File: src/q12sr_pkg.sv
// ----------------------------------------------------------------------------
// Q12 square root search package
// Widths of the channel payloads and the command and status bundles that
// pass between the search controller and its datapath.
// ----------------------------------------------------------------------------
package q12sr_pkg;

    // Payload widths of the input and result items.
    localparam int VALUE_W = 20;
    localparam int ROOT_W  = 23;

    // Commands from the controller to the datapath.
    typedef struct packed {
        logic load;      // Capture a new input and set up the search bounds.
        logic mul;       // Square the current candidate.
        logic step;      // Compare the square and move one bound.
        logic out_load;  // Move the finished root into the output register.
    } t_cmd;

    // Status from the datapath to the controller.
    typedef struct packed {
        logic done;      // The current compare ends the search.
    } t_status;

endpackage

File: src/q12sr_if.sv
// ----------------------------------------------------------------------------
// Q12 square root search channels
// Valid/ready channels for the input value and the resulting root.
// ----------------------------------------------------------------------------
interface q12sr_in_if;
    logic                          valid;
    logic                          ready;
    logic [q12sr_pkg::VALUE_W-1:0] value;

    modport source (output valid, output value, input ready);
    modport sink   (input valid, input value, output ready);
endinterface

interface q12sr_out_if;
    logic                         valid;
    logic                         ready;
    logic [q12sr_pkg::ROOT_W-1:0] root;

    modport source (output valid, output root, input ready);
    modport sink   (input valid, input root, output ready);
endinterface

File: src/q12sr_ctrl.sv
// ----------------------------------------------------------------------------
// Q12 square root search controller
// Sequences one search: load, then alternating square and compare cycles,
// then hands the result to the output register when it is free.
// ----------------------------------------------------------------------------
module q12sr_ctrl (
    input  logic               i_clk,
    input  logic               i_rst_n,
    input  logic               i_in_valid,
    output logic               o_in_ready,
    output logic               o_out_valid,
    input  logic               i_out_ready,
    output q12sr_pkg::t_cmd    o_cmd,
    input  q12sr_pkg::t_status i_status
);
    import q12sr_pkg::*;

    localparam logic [1:0] S_IDLE = 2'd0;
    localparam logic [1:0] S_MUL  = 2'd1;
    localparam logic [1:0] S_CMP  = 2'd2;
    localparam logic [1:0] S_WAIT = 2'd3;

    logic [1:0] r_state;
    logic [1:0] n_state;
    logic       r_out_valid;
    logic       n_out_valid;
    logic       in_xfer;
    logic       out_free;

    assign in_xfer  = i_in_valid && (r_state == S_IDLE);
    assign out_free = !r_out_valid || i_out_ready;

    // Next state and commands.
    always_comb begin
        n_state = r_state;
        o_cmd   = '0;
        case (r_state)
            S_IDLE: begin
                if (in_xfer) begin
                    o_cmd.load = 1'b1;
                    n_state    = S_MUL;
                end
            end
            S_MUL: begin
                o_cmd.mul = 1'b1;
                n_state   = S_CMP;
            end
            S_CMP: begin
                o_cmd.step = 1'b1;
                n_state    = i_status.done ? S_WAIT : S_MUL;
            end
            S_WAIT: begin
                if (out_free) begin
                    o_cmd.out_load = 1'b1;
                    n_state        = S_IDLE;
                end
            end
            default: n_state = S_IDLE;
        endcase
    end

    // The output is valid from its load until the sink takes the transfer.
    always_comb begin
        n_out_valid = r_out_valid;
        if (o_cmd.out_load) begin
            n_out_valid = 1'b1;
        end else if (i_out_ready) begin
            n_out_valid = 1'b0;
        end
    end

    always_ff @(posedge i_clk) begin
        if (!i_rst_n) begin
            r_state     <= S_IDLE;
            r_out_valid <= 1'b0;
        end else begin
            r_state     <= n_state;
            r_out_valid <= n_out_valid;
        end
    end

    assign o_in_ready  = (r_state == S_IDLE);
    assign o_out_valid = r_out_valid;

endmodule

File: src/q12sr_dp.sv
// ----------------------------------------------------------------------------
// Q12 square root search datapath
// Holds the scaled target, the search bounds and the candidate, squares the
// candidate into a registered product, then compares and moves a bound.
// ----------------------------------------------------------------------------
module q12sr_dp #(
    parameter int INPUT_BITS = 20,
    parameter int FRAC_BITS  = 12
) (
    input  logic                          i_clk,
    input  q12sr_pkg::t_cmd               i_cmd,
    output q12sr_pkg::t_status            o_status,
    input  logic [q12sr_pkg::VALUE_W-1:0] i_value,
    output logic [q12sr_pkg::ROOT_W-1:0]  o_root
);
    import q12sr_pkg::*;

    // Target width, bound width (holds target plus one), product and
    // scaled-square widths.
    localparam int TW    = INPUT_BITS + FRAC_BITS;
    localparam int BW    = TW + 1;
    localparam int PW    = 2 * TW;
    localparam int QW    = PW - FRAC_BITS;
    localparam int EXT_W = BW + ROOT_W;

    logic [TW-1:0]     r_target;
    logic [BW-1:0]     r_low;
    logic [BW-1:0]     r_high;
    logic [TW-1:0]     r_mid;
    logic [PW-1:0]     r_prod;
    logic [BW-1:0]     r_root;
    logic [ROOT_W-1:0] r_out_root;

    logic [INPUT_BITS-1:0] x;
    logic [TW-1:0]         target_in;
    logic [QW-1:0]         q;
    logic [QW-1:0]         target_ext;
    logic                  eq;
    logic                  gt;
    logic [BW-1:0]         mid_ext;
    logic [TW-1:0]         mid_dec;
    logic [BW-1:0]         mid_inc;
    logic [BW:0]           sum_gt;
    logic [BW:0]           sum_lt;
    logic                  more_gt;
    logic                  more_lt;
    logic                  done;
    logic [BW-1:0]         root_sel;
    logic [EXT_W-1:0]      root_ext;

    // Scale the input to the target.
    assign x         = i_value[INPUT_BITS-1:0];
    assign target_in = {x, {FRAC_BITS{1'b0}}};

    // Compare the scaled square against the target.
    assign q          = r_prod[PW-1:FRAC_BITS];
    assign target_ext = {{(QW-TW){1'b0}}, r_target};
    assign eq         = (q == target_ext);
    assign gt         = (q > target_ext);

    // Both possible bound moves, their next midpoints and loop tests.
    assign mid_ext = {1'b0, r_mid};
    assign mid_dec = r_mid - 1'b1;
    assign mid_inc = mid_ext + 1'b1;
    assign sum_gt  = {1'b0, r_low} + {2'b00, mid_dec};
    assign sum_lt  = {1'b0, mid_inc} + {1'b0, r_high};
    assign more_gt = (r_low < mid_ext);
    assign more_lt = (mid_ext < r_high);

    assign done          = eq || (gt ? !more_gt : !more_lt);
    assign o_status.done = done;

    // Exact hit returns the candidate, otherwise the upper bound after the move.
    always_comb begin
        if (eq) begin
            root_sel = mid_ext;
        end else if (gt) begin
            root_sel = {1'b0, mid_dec};
        end else begin
            root_sel = r_high;
        end
    end

    // Search registers.
    always_ff @(posedge i_clk) begin
        if (i_cmd.load) begin
            r_target <= target_in;
            r_low    <= '0;
            r_high   <= {1'b0, target_in};
            r_mid    <= target_in >> 1;
        end else if (i_cmd.step) begin
            if (gt) begin
                r_high <= {1'b0, mid_dec};
                r_mid  <= sum_gt[TW:1];
            end else begin
                r_low <= mid_inc;
                r_mid <= sum_lt[TW:1];
            end
            if (done) begin
                r_root <= root_sel;
            end
        end
    end

    // Square of the candidate.
    always_ff @(posedge i_clk) begin
        if (i_cmd.mul) begin
            r_prod <= r_mid * r_mid;
        end
    end

    // Output payload register.
    assign root_ext = {{ROOT_W{1'b0}}, r_root};

    always_ff @(posedge i_clk) begin
        if (i_cmd.out_load) begin
            r_out_root <= root_ext[ROOT_W-1:0];
        end
    end

    assign o_root = r_out_root;

endmodule

File: src/q12_square_root_search.sv
// ----------------------------------------------------------------------------
// Q12 square root search
// Square root of an unsigned integer in Q10.12 by binary search.
// ----------------------------------------------------------------------------
// The block takes one unsigned value x, forms the target T = x * 2^FRAC_BITS
// and binary-searches a candidate over [0, T] until the candidate's square,
// scaled down by 2^FRAC_BITS, equals T or the bounds cross; the root comes
// out with FRAC_BITS fraction bits. Each probe squares the candidate in the
// multiplier, then compares the scaled square and updates a bound. A search
// needs up to INPUT_BITS + FRAC_BITS probes, and its result may then wait
// for the output register to free. One item is in work at a time; a new item
// is taken as soon as the previous result has been moved into the output
// register, even if that result is still waiting for its transfer.
module q12_square_root_search #(
    parameter int INPUT_BITS = 20,
    parameter int FRAC_BITS  = 12
) (
    input  logic  i_clk,
    input  logic  i_rst_n,
    q12sr_in_if.sink    i_in,
    q12sr_out_if.source o_out
);
    import q12sr_pkg::*;

    t_cmd    cmd;
    t_status status;

    // Controller.
    q12sr_ctrl u_ctrl (
        .i_clk       (i_clk),
        .i_rst_n     (i_rst_n),
        .i_in_valid  (i_in.valid),
        .o_in_ready  (i_in.ready),
        .o_out_valid (o_out.valid),
        .i_out_ready (o_out.ready),
        .o_cmd       (cmd),
        .i_status    (status)
    );

    // Datapath.
    q12sr_dp #(
        .INPUT_BITS (INPUT_BITS),
        .FRAC_BITS  (FRAC_BITS)
    ) u_dp (
        .i_clk    (i_clk),
        .i_cmd    (cmd),
        .o_status (status),
        .i_value  (i_in.value),
        .o_root   (o_out.root)
    );

endmodule

File: src/flat_wrapper.sv
// flat-port wrapper written by rule: the top's interface ports become plain ports
module q12_square_root_search_flat import q12sr_pkg::*;
#(
    parameter int INPUT_BITS = 20,
    parameter int FRAC_BITS  = 12
)
  (i_clk, i_rst_n, i_in_valid, i_in_value, i_in_ready, o_out_valid, o_out_root, o_out_ready);
  q12sr_in_if i_in_i ();
  q12sr_out_if o_out_i ();
  input  logic i_clk;
  input  logic i_rst_n;
  input wire logic [$bits(i_in_i.valid)-1:0] i_in_valid;
  input wire logic [$bits(i_in_i.value)-1:0] i_in_value;
  output wire logic [$bits(i_in_i.ready)-1:0] i_in_ready;
  output wire logic [$bits(o_out_i.valid)-1:0] o_out_valid;
  output wire logic [$bits(o_out_i.root)-1:0] o_out_root;
  input wire logic [$bits(o_out_i.ready)-1:0] o_out_ready;
  assign i_in_i.valid = i_in_valid;
  assign i_in_i.value = i_in_value;
  assign i_in_ready = i_in_i.ready;
  assign o_out_valid = o_out_i.valid;
  assign o_out_root = o_out_i.root;
  assign o_out_i.ready = o_out_ready;
  q12_square_root_search #(.INPUT_BITS(INPUT_BITS), .FRAC_BITS(FRAC_BITS)) u_core (.i_clk(i_clk), .i_rst_n(i_rst_n), .i_in(i_in_i), .o_out(o_out_i));
endmodule
File: config.mk
export PLATFORM = sky130hd
export DESIGN_NAME = q12_square_root_search_flat
export DESIGN_NICKNAME = d
export VERILOG_FILES = /design/src/q12sr_pkg.sv /design/src/q12sr_if.sv /design/src/q12sr_ctrl.sv /design/src/q12sr_dp.sv /design/src/q12_square_root_search.sv /design/src/flat_wrapper.sv
export SDC_FILE = /design/constraint.sdc
export NUM_CORES = 2
export LEC_CHECK = 0
export ABC_AREA = 0
export BUFFER_PORTS_ARGS = -buffer_cell sky130_fd_sc_hd__buf_4
export CAP_MARGIN = 10
export CORE_ASPECT_RATIO = 0.7
export CORE_MARGIN = 4
export CORE_UTILIZATION = 35
export CTS_CLUSTER_SIZE = 12
export DETAILED_ROUTE_END_ITERATION = 16
export HOLD_SLACK_MARGIN = 0.08
export SLEW_MARGIN = 20
export SYNTH_ARGS = -nofsm -noshare
export SYNTH_HDL_FRONTEND = slang
export SYNTH_SLANG_ARGS = --single-unit
export TNS_END_PERCENT = 100
File: constraint.sdc
create_clock -name i_clk -period 7.4 [get_ports i_clk]
set_input_delay 0.37 -clock i_clk [delete_from_list [all_inputs] [get_ports i_clk]]
set_output_delay 0.37 -clock i_clk [all_outputs]
set_load 0.02 [all_outputs]
Word-level counts from Yosys, hierarchy flattened
Cells that the tools add are included.
- output and inout port bits: 25
- bits of input ports: 24
- bits in registers: 231
- bitwise gates (word level): 2
- add/sub/neg operators: 4
- equality and inequality tests: 6
- $lt $le $gt $ge: 3
- $mul: 1
- reduce and logical (&&, ||, !) cells: 12
- mux-type cells: 20
- operator list (kind ; number):
    $mux 32 ; 3
    $mul 32x32->64 ; 1
    $mux 31 ; 2
    $eq 52x32->1 ; 1
    $gt 52x32->1 ; 1
    $add 32x1->33 const B ; 1
    $add 33x32->33 ; 1
    $add 33x33->33 ; 1
    $lt 32x33->1 ; 1
    $lt 33x32->1 ; 1
    $mux 33 ; 1
    $sub 32x1->32 const B ; 1
    $mux 23 ; 1
    $mux 1 ; 9
    $pmux 2 s4 ; 1
    $mux 2 ; 3
    $eq 2x2->1 const B ; 2
    $reduce_and 2->1 ; 2
    $reduce_bool 2->1 ; 2
    $logic_not 1->1 ; 3
    $reduce_and 3->1 ; 1
    $eq 2x1->1 const B ; 1
    $logic_not 2->1 ; 1
    $logic_or 1x1->1 ; 2
    other kinds (4) ; 5

Logic depth before layout (Yosys ltp)
- depth in word-level cells: 6
- depth in mapped cells: 32
- depth with buffers taken out: 30

By module
A second synthesis with hierarchy kept.
- cell total of the unflattened synthesis: 4642
- area, all modules: 42808.6 µm²
- modules (own cells, without submodules) (module ; times used ; area an instance (µm²) ; cells each ; seq. area each (µm²)):
    q12sr_dp ; 1 ; 42658.4 ; 4624 ; 5885.6
    q12sr_ctrl ; 1 ; 150.1 ; 18 ; 60.1

Worst setup path after synthesis
Ideal clock, no wire load.
- kind: reg-to-reg
- from: register u_core.u_dp.r_mid[14]
- to: register u_core.u_dp.r_prod[61], data pin
- period minus slack after synthesis: 8.025 ns
- stages on the path, launching flop included: 31
- arrival time: 7.762 ns
- path slack: -0.625 ns
- setup time: 0.264 ns
- cells stage by stage: edfxtp_1 clkbuf_1 clkbuf_1 buf_1 nand2_1 fa_1 inv_1 fa_1 inv_1 fa_1 fa_1 inv_1 fa_1 inv_1 fa_1 inv_1 fa_1 inv_1 fa_1 inv_1 ha_1 nand3_1 nor3_1 a31oi_1 a21oi_1 o31ai_1 nand2_1 o21ai_1 o21ai_1 a221oi_1 xnor2_1
- word-level cells in the longest chain between the ends: 1
- ends and longest elaborated chain (element ; RTL line ; RTL):
    from (decl) ; q12sr_dp.sv:29 ; logic [TW-1:0] r_mid;
    from (signal assigned) ; q12sr_dp.sv:90 ; r_mid <= target_in >> 1;
    from (signal assigned) ; q12sr_dp.sv:94 ; r_mid <= sum_gt[TW:1];
    from (signal assigned) ; q12sr_dp.sv:97 ; r_mid <= sum_lt[TW:1];
    $mul 32x32->64 ; q12sr_dp.sv:108 ; r_prod <= r_mid * r_mid;
    to (signal assigned) ; q12sr_dp.sv:108 ;
    to (decl) ; q12sr_dp.sv:30 ; logic [PW-1:0] r_prod;
No other way between the ends.
A chain may end at the register's enable or synchronous reset.

Worst setup path in the final report
- from: register u_core.u_dp.r_mid[13]
- to: register u_core.u_dp.r_prod[48], data pin
Same word-level chain as after synthesis.

==> insert_results.sql <==
INSERT INTO impl_metrics (metric_group, metric, value, unit) VALUES
('critical_path', 'worst-path-max-fanout', '8', ''),
('critical_path', 'worst_ep_arrival_time', '7.90', 'ns'),
('timing', 'setup_slack', '-0.1576', 'ns'),
('layout', 'area.sequential', '5958', 'µm²'),
('timing', 'worst_slew_pin_slew', '1.021', 'ns'),
('critical_path', 'crit_path_frequent_cell', 'sky130_fd_sc_hd__fa_1', ''),
('placement', 'detailed_place_hpwl', '117100', 'µm'),
('drt', 'vias_per_cell', '5.036', ''),
('critical_path', 'cp_top_family', 'adder cells', ''),
('flow_run', 'timing.max_cap.violations', '0', ''),
('drt', 'antenna_violating_nets_post_route', '0', ''),
('yosys', 'leading_post_synthesis_cells_by_cell_area', 'sky130_fd_sc_hd__fa_1 37%, sky130_fd_sc_hd__ha_1 13%, sky130_fd_sc_hd__edfxtp_1 11%', ''),
('timing', 'final_hold_viol_count', '0', ''),
('yosys', 'synth_top_area_frac', '0.3708', ''),
('layout', 'multi_input_area', '32880', 'µm²'),
('critical_path', 'worst_setup_path_start', 'u_core.u_dp.r_mid[13]', ''),
('drt', 'drc', '0', ''),
('die', 'ioPinCount', '49', ''),
('timing', 'setup_viol', '19', ''),
('timing', 'fin_hold_ws', '0.2589', 'ns'),
('critical_path', 'crit_path_max_incr_delay', '0.57', 'ns'),
('grt', 'track_usage', '0.2216', ''),
('placement', 'gp_congestion', '0.9637', ''),
('placement', 'place.port_buffers', '48', ''),
('timing', 'fmax', '132.3', 'MHz'),
('critical_path', 'worst_setup_path_start_kind', 'flip-flop', ''),
('timing', 'final_slew_violations', '0', ''),
('outcome', 'violations_in_the_final_reports', 'negative setup slack', ''),
('grt', 'first_global_vias', '35890', ''),
('yosys', 'netlist_area', '42760', 'µm²'),
('die', 'placeableCoreArea', '120300', 'µm²'),
('drt', 'route.vias.total', '33700', ''),
('drt', 'drt_first_iter_violations', '2931', ''),
('yosys', 'synthesis.area_per_instance', '9.276', 'µm²'),
('grt', 'grt_first_pass_wirelength', '217000', 'µm'),
('yosys', 'yosys.cell_count.top_type', 'sky130_fd_sc_hd__inv_1', ''),
('layout', 'finish.cell_count_without_fillers', '6693', ''),
('hold_path', 'hold_path_class', 'in -> reg', ''),
('yosys', 'yosysWarnings', '0', ''),
('clock_tree', 'cts-root-to-sink-buffers', '3', ''),
('drt', 'routed_wire_length_per_instance', '20.75', 'µm'),
('yosys', 'ys_seq_area_frac', '0.1390', ''),
('clock_tree', 'worstSkewPairLatency', '0.63', 'ns'),
('yosys', 'cells_after_synthesis', '4610', ''),
('clock_tree', 'cts.sinks', '218', ''),
('critical_path', 'cp_num_buf_inv', '8', ''),
('layout', 'nNetsFinal', '6314', ''),
('timing', 'finalWorstPathRequiredPeriod', '7.558', 'ns'),
('critical_path', 'crit_slowest_cell', 'sky130_fd_sc_hd__fa_2', ''),
('grt', 'antenna_found_initial', '2', ''),
('critical_path', 'r2r-start', 'u_core.u_dp.r_mid[13]', ''),
('yosys', 'net_count_synth', '5871', ''),
('yosys', 'synthDominantAreaCellType', 'sky130_fd_sc_hd__fa_1', ''),
('outcome', 'outcome', 'finished with violations', ''),
('drt', 'drt-total-wl', '138900', 'µm'),
('timing', 'skew', '0.03287', 'ns'),
('die', 'initial_util', '0.3555', ''),
('timing', 'fin_setup_tns', '-1.889', 'ns'),
('die', 'chipHeight', '300.5', 'µm'),
('yosys', 'ys_ff_latch', '218', ''),
('clock_tree', 'ctsHtreeMaxLevel', '1', ''),
('layout', 'drive_above_1_share', '0.1597', ''),
('die', 'die-width', '425.8', 'µm'),
('timing', 'post_route_fraction_of_the_period_consumed_by_the_critical_path', '1.021', ''),
('critical_path', 'cp.required', '7.75', 'ns'),
('clock_tree', 'cts.clk_slew.worst_paths', '0.08', 'ns'),
('timing', 'worst_slew_margin_rel', '0.3099', ''),
('hold_path', 'min_from', 'i_in_valid', ''),
('grt', 'total_global_routing_overflow', '0', ''),
('drt', 'drt_pre_antenna_iters', '5', ''),
('yosys', 'synth-async-reset-ratio', '0', '');
==> cell families after synthesis <==
group                      Yosys count  synth area share
AOI/OAI and AO/OA                  555           0.08456
DFF                                218            0.1390
and+or+nand+nor                   1118            0.1167
buffers and inverters             1256            0.1116
muxes                               26          0.006144
xor gates and xnor gates           200           0.04096
adders and majority gates         1237            0.5010
==> layout by cell type (no fill, tap or decap), drive strengths merged, types with 22 or more instances in the layout <==
cell,synthesis,routed
nand4,34,34
xnor2,135,135
nor2b,23,23
nand2b,25,25
nor2,422,422
dfxtp,60,60
a21o,106,106
a31oi,22,22
o211ai,25,25
o21ai,125,125
inv,1074,1076
a211oi,28,28
nand2,387,387
clkbuf,109,34
mux2i,24,24
nand3,38,38
o21a,23,23
fa,792,792
xor2,65,65
edfxtp,158,158
nor3,82,82
dlygate4sd3,0,22
buf,63,564
a21oi,128,128
nor4,25,25
ha,445,445
==> stage by stage <==
step | setup WS (ns) | utilization | area, µm²
CTS | -0.1287 | 0.4160 | 50040
global placement | -0.5014 | 0.4031 | 48490
detailed placement | -0.5685 | 0.4031 | 48490
finish | -0.1576 | 0.4209 | 50630
global route | -0.3966 | 0.4208 | 50620
floorplan | 0.0008056 | - | 42960
==> registers in the layout (all words and copies together), names as in the netlist <==
name,cells
u_core.u_dp.r_high,32
u_core.u_dp.r_target,20
u_core.u_dp.r_low,33
u_core.u_ctrl.r_state,2
u_core.u_dp.r_mid,32
u_core.u_dp.o_root,23
u_core.u_ctrl.o_out_valid,1
u_core.u_dp.r_root,23
u_core.u_dp.r_prod,52
==> layout make-up <==
cell class                      count  area share
Timing Repair Buffer              586     0.09648
Sequential cell                   218      0.1177
Multi-Input combinational cell   3136      0.6493
Timing Repair inverter              2   0.0002471
Clock inverter                     11    0.002397
Tap cell                         1620     0.04004
Antenna cell                        2  0.00009885
Clock buffer                       34     0.01302
Inverter                         1084     0.08069
==> final timing paths <==
| path | cells past startpoint | end | slack [ns] |
|---|---|---|---|
| worst max-delay path | 28 | u_core.u_dp.r_prod[48] | -0.16 |
| worst min-delay path | 3 | u_core.u_dp.r_high[27] | 0.26 |
| worst max register to register | 28 | u_core.u_dp.r_prod[48] | -0.16 |
| worst min register to register | 0 | u_core.u_dp.o_root[11] | 0.42 |
==> metal layers <==
metal / GRT usage / up-vias / wire, µm
met4: 0.06337 / 4 / 5030
met5: 0 / - / 148
li1: - / 15290 / -
met3: 0.04431 / 234 / 11970
met1: 0.3165 / 16870 / 61080
met2: 0.3412 / 1306 / 60690
==> worst register-to-register path: cells and delay by family, from the launching register on <==
kind,cells,cell delay (ns)
adder cells (fa/ha/maj),9,4.27
AND/OR/NAND/NOR,7,1.10
buffers and inverters,8,0.75
AO/OA/AOI/OAI,4,0.70
flip-flops,1,0.46
==> timing repair <==
action | in CTS | in global routing
setup buffers | 17 | 14
pin swaps | 30 | 57
gates cloned | 1 | 1
hold buffers | 22 | 0
gates resized for setup | 106 | 114
hold endpoints to repair | 32 | 0
setup endpoints to repair | 37 | 43
Power is not shown: default switching activity piles up to over one toggle a cycle in this logic, so the estimate is an artifact.
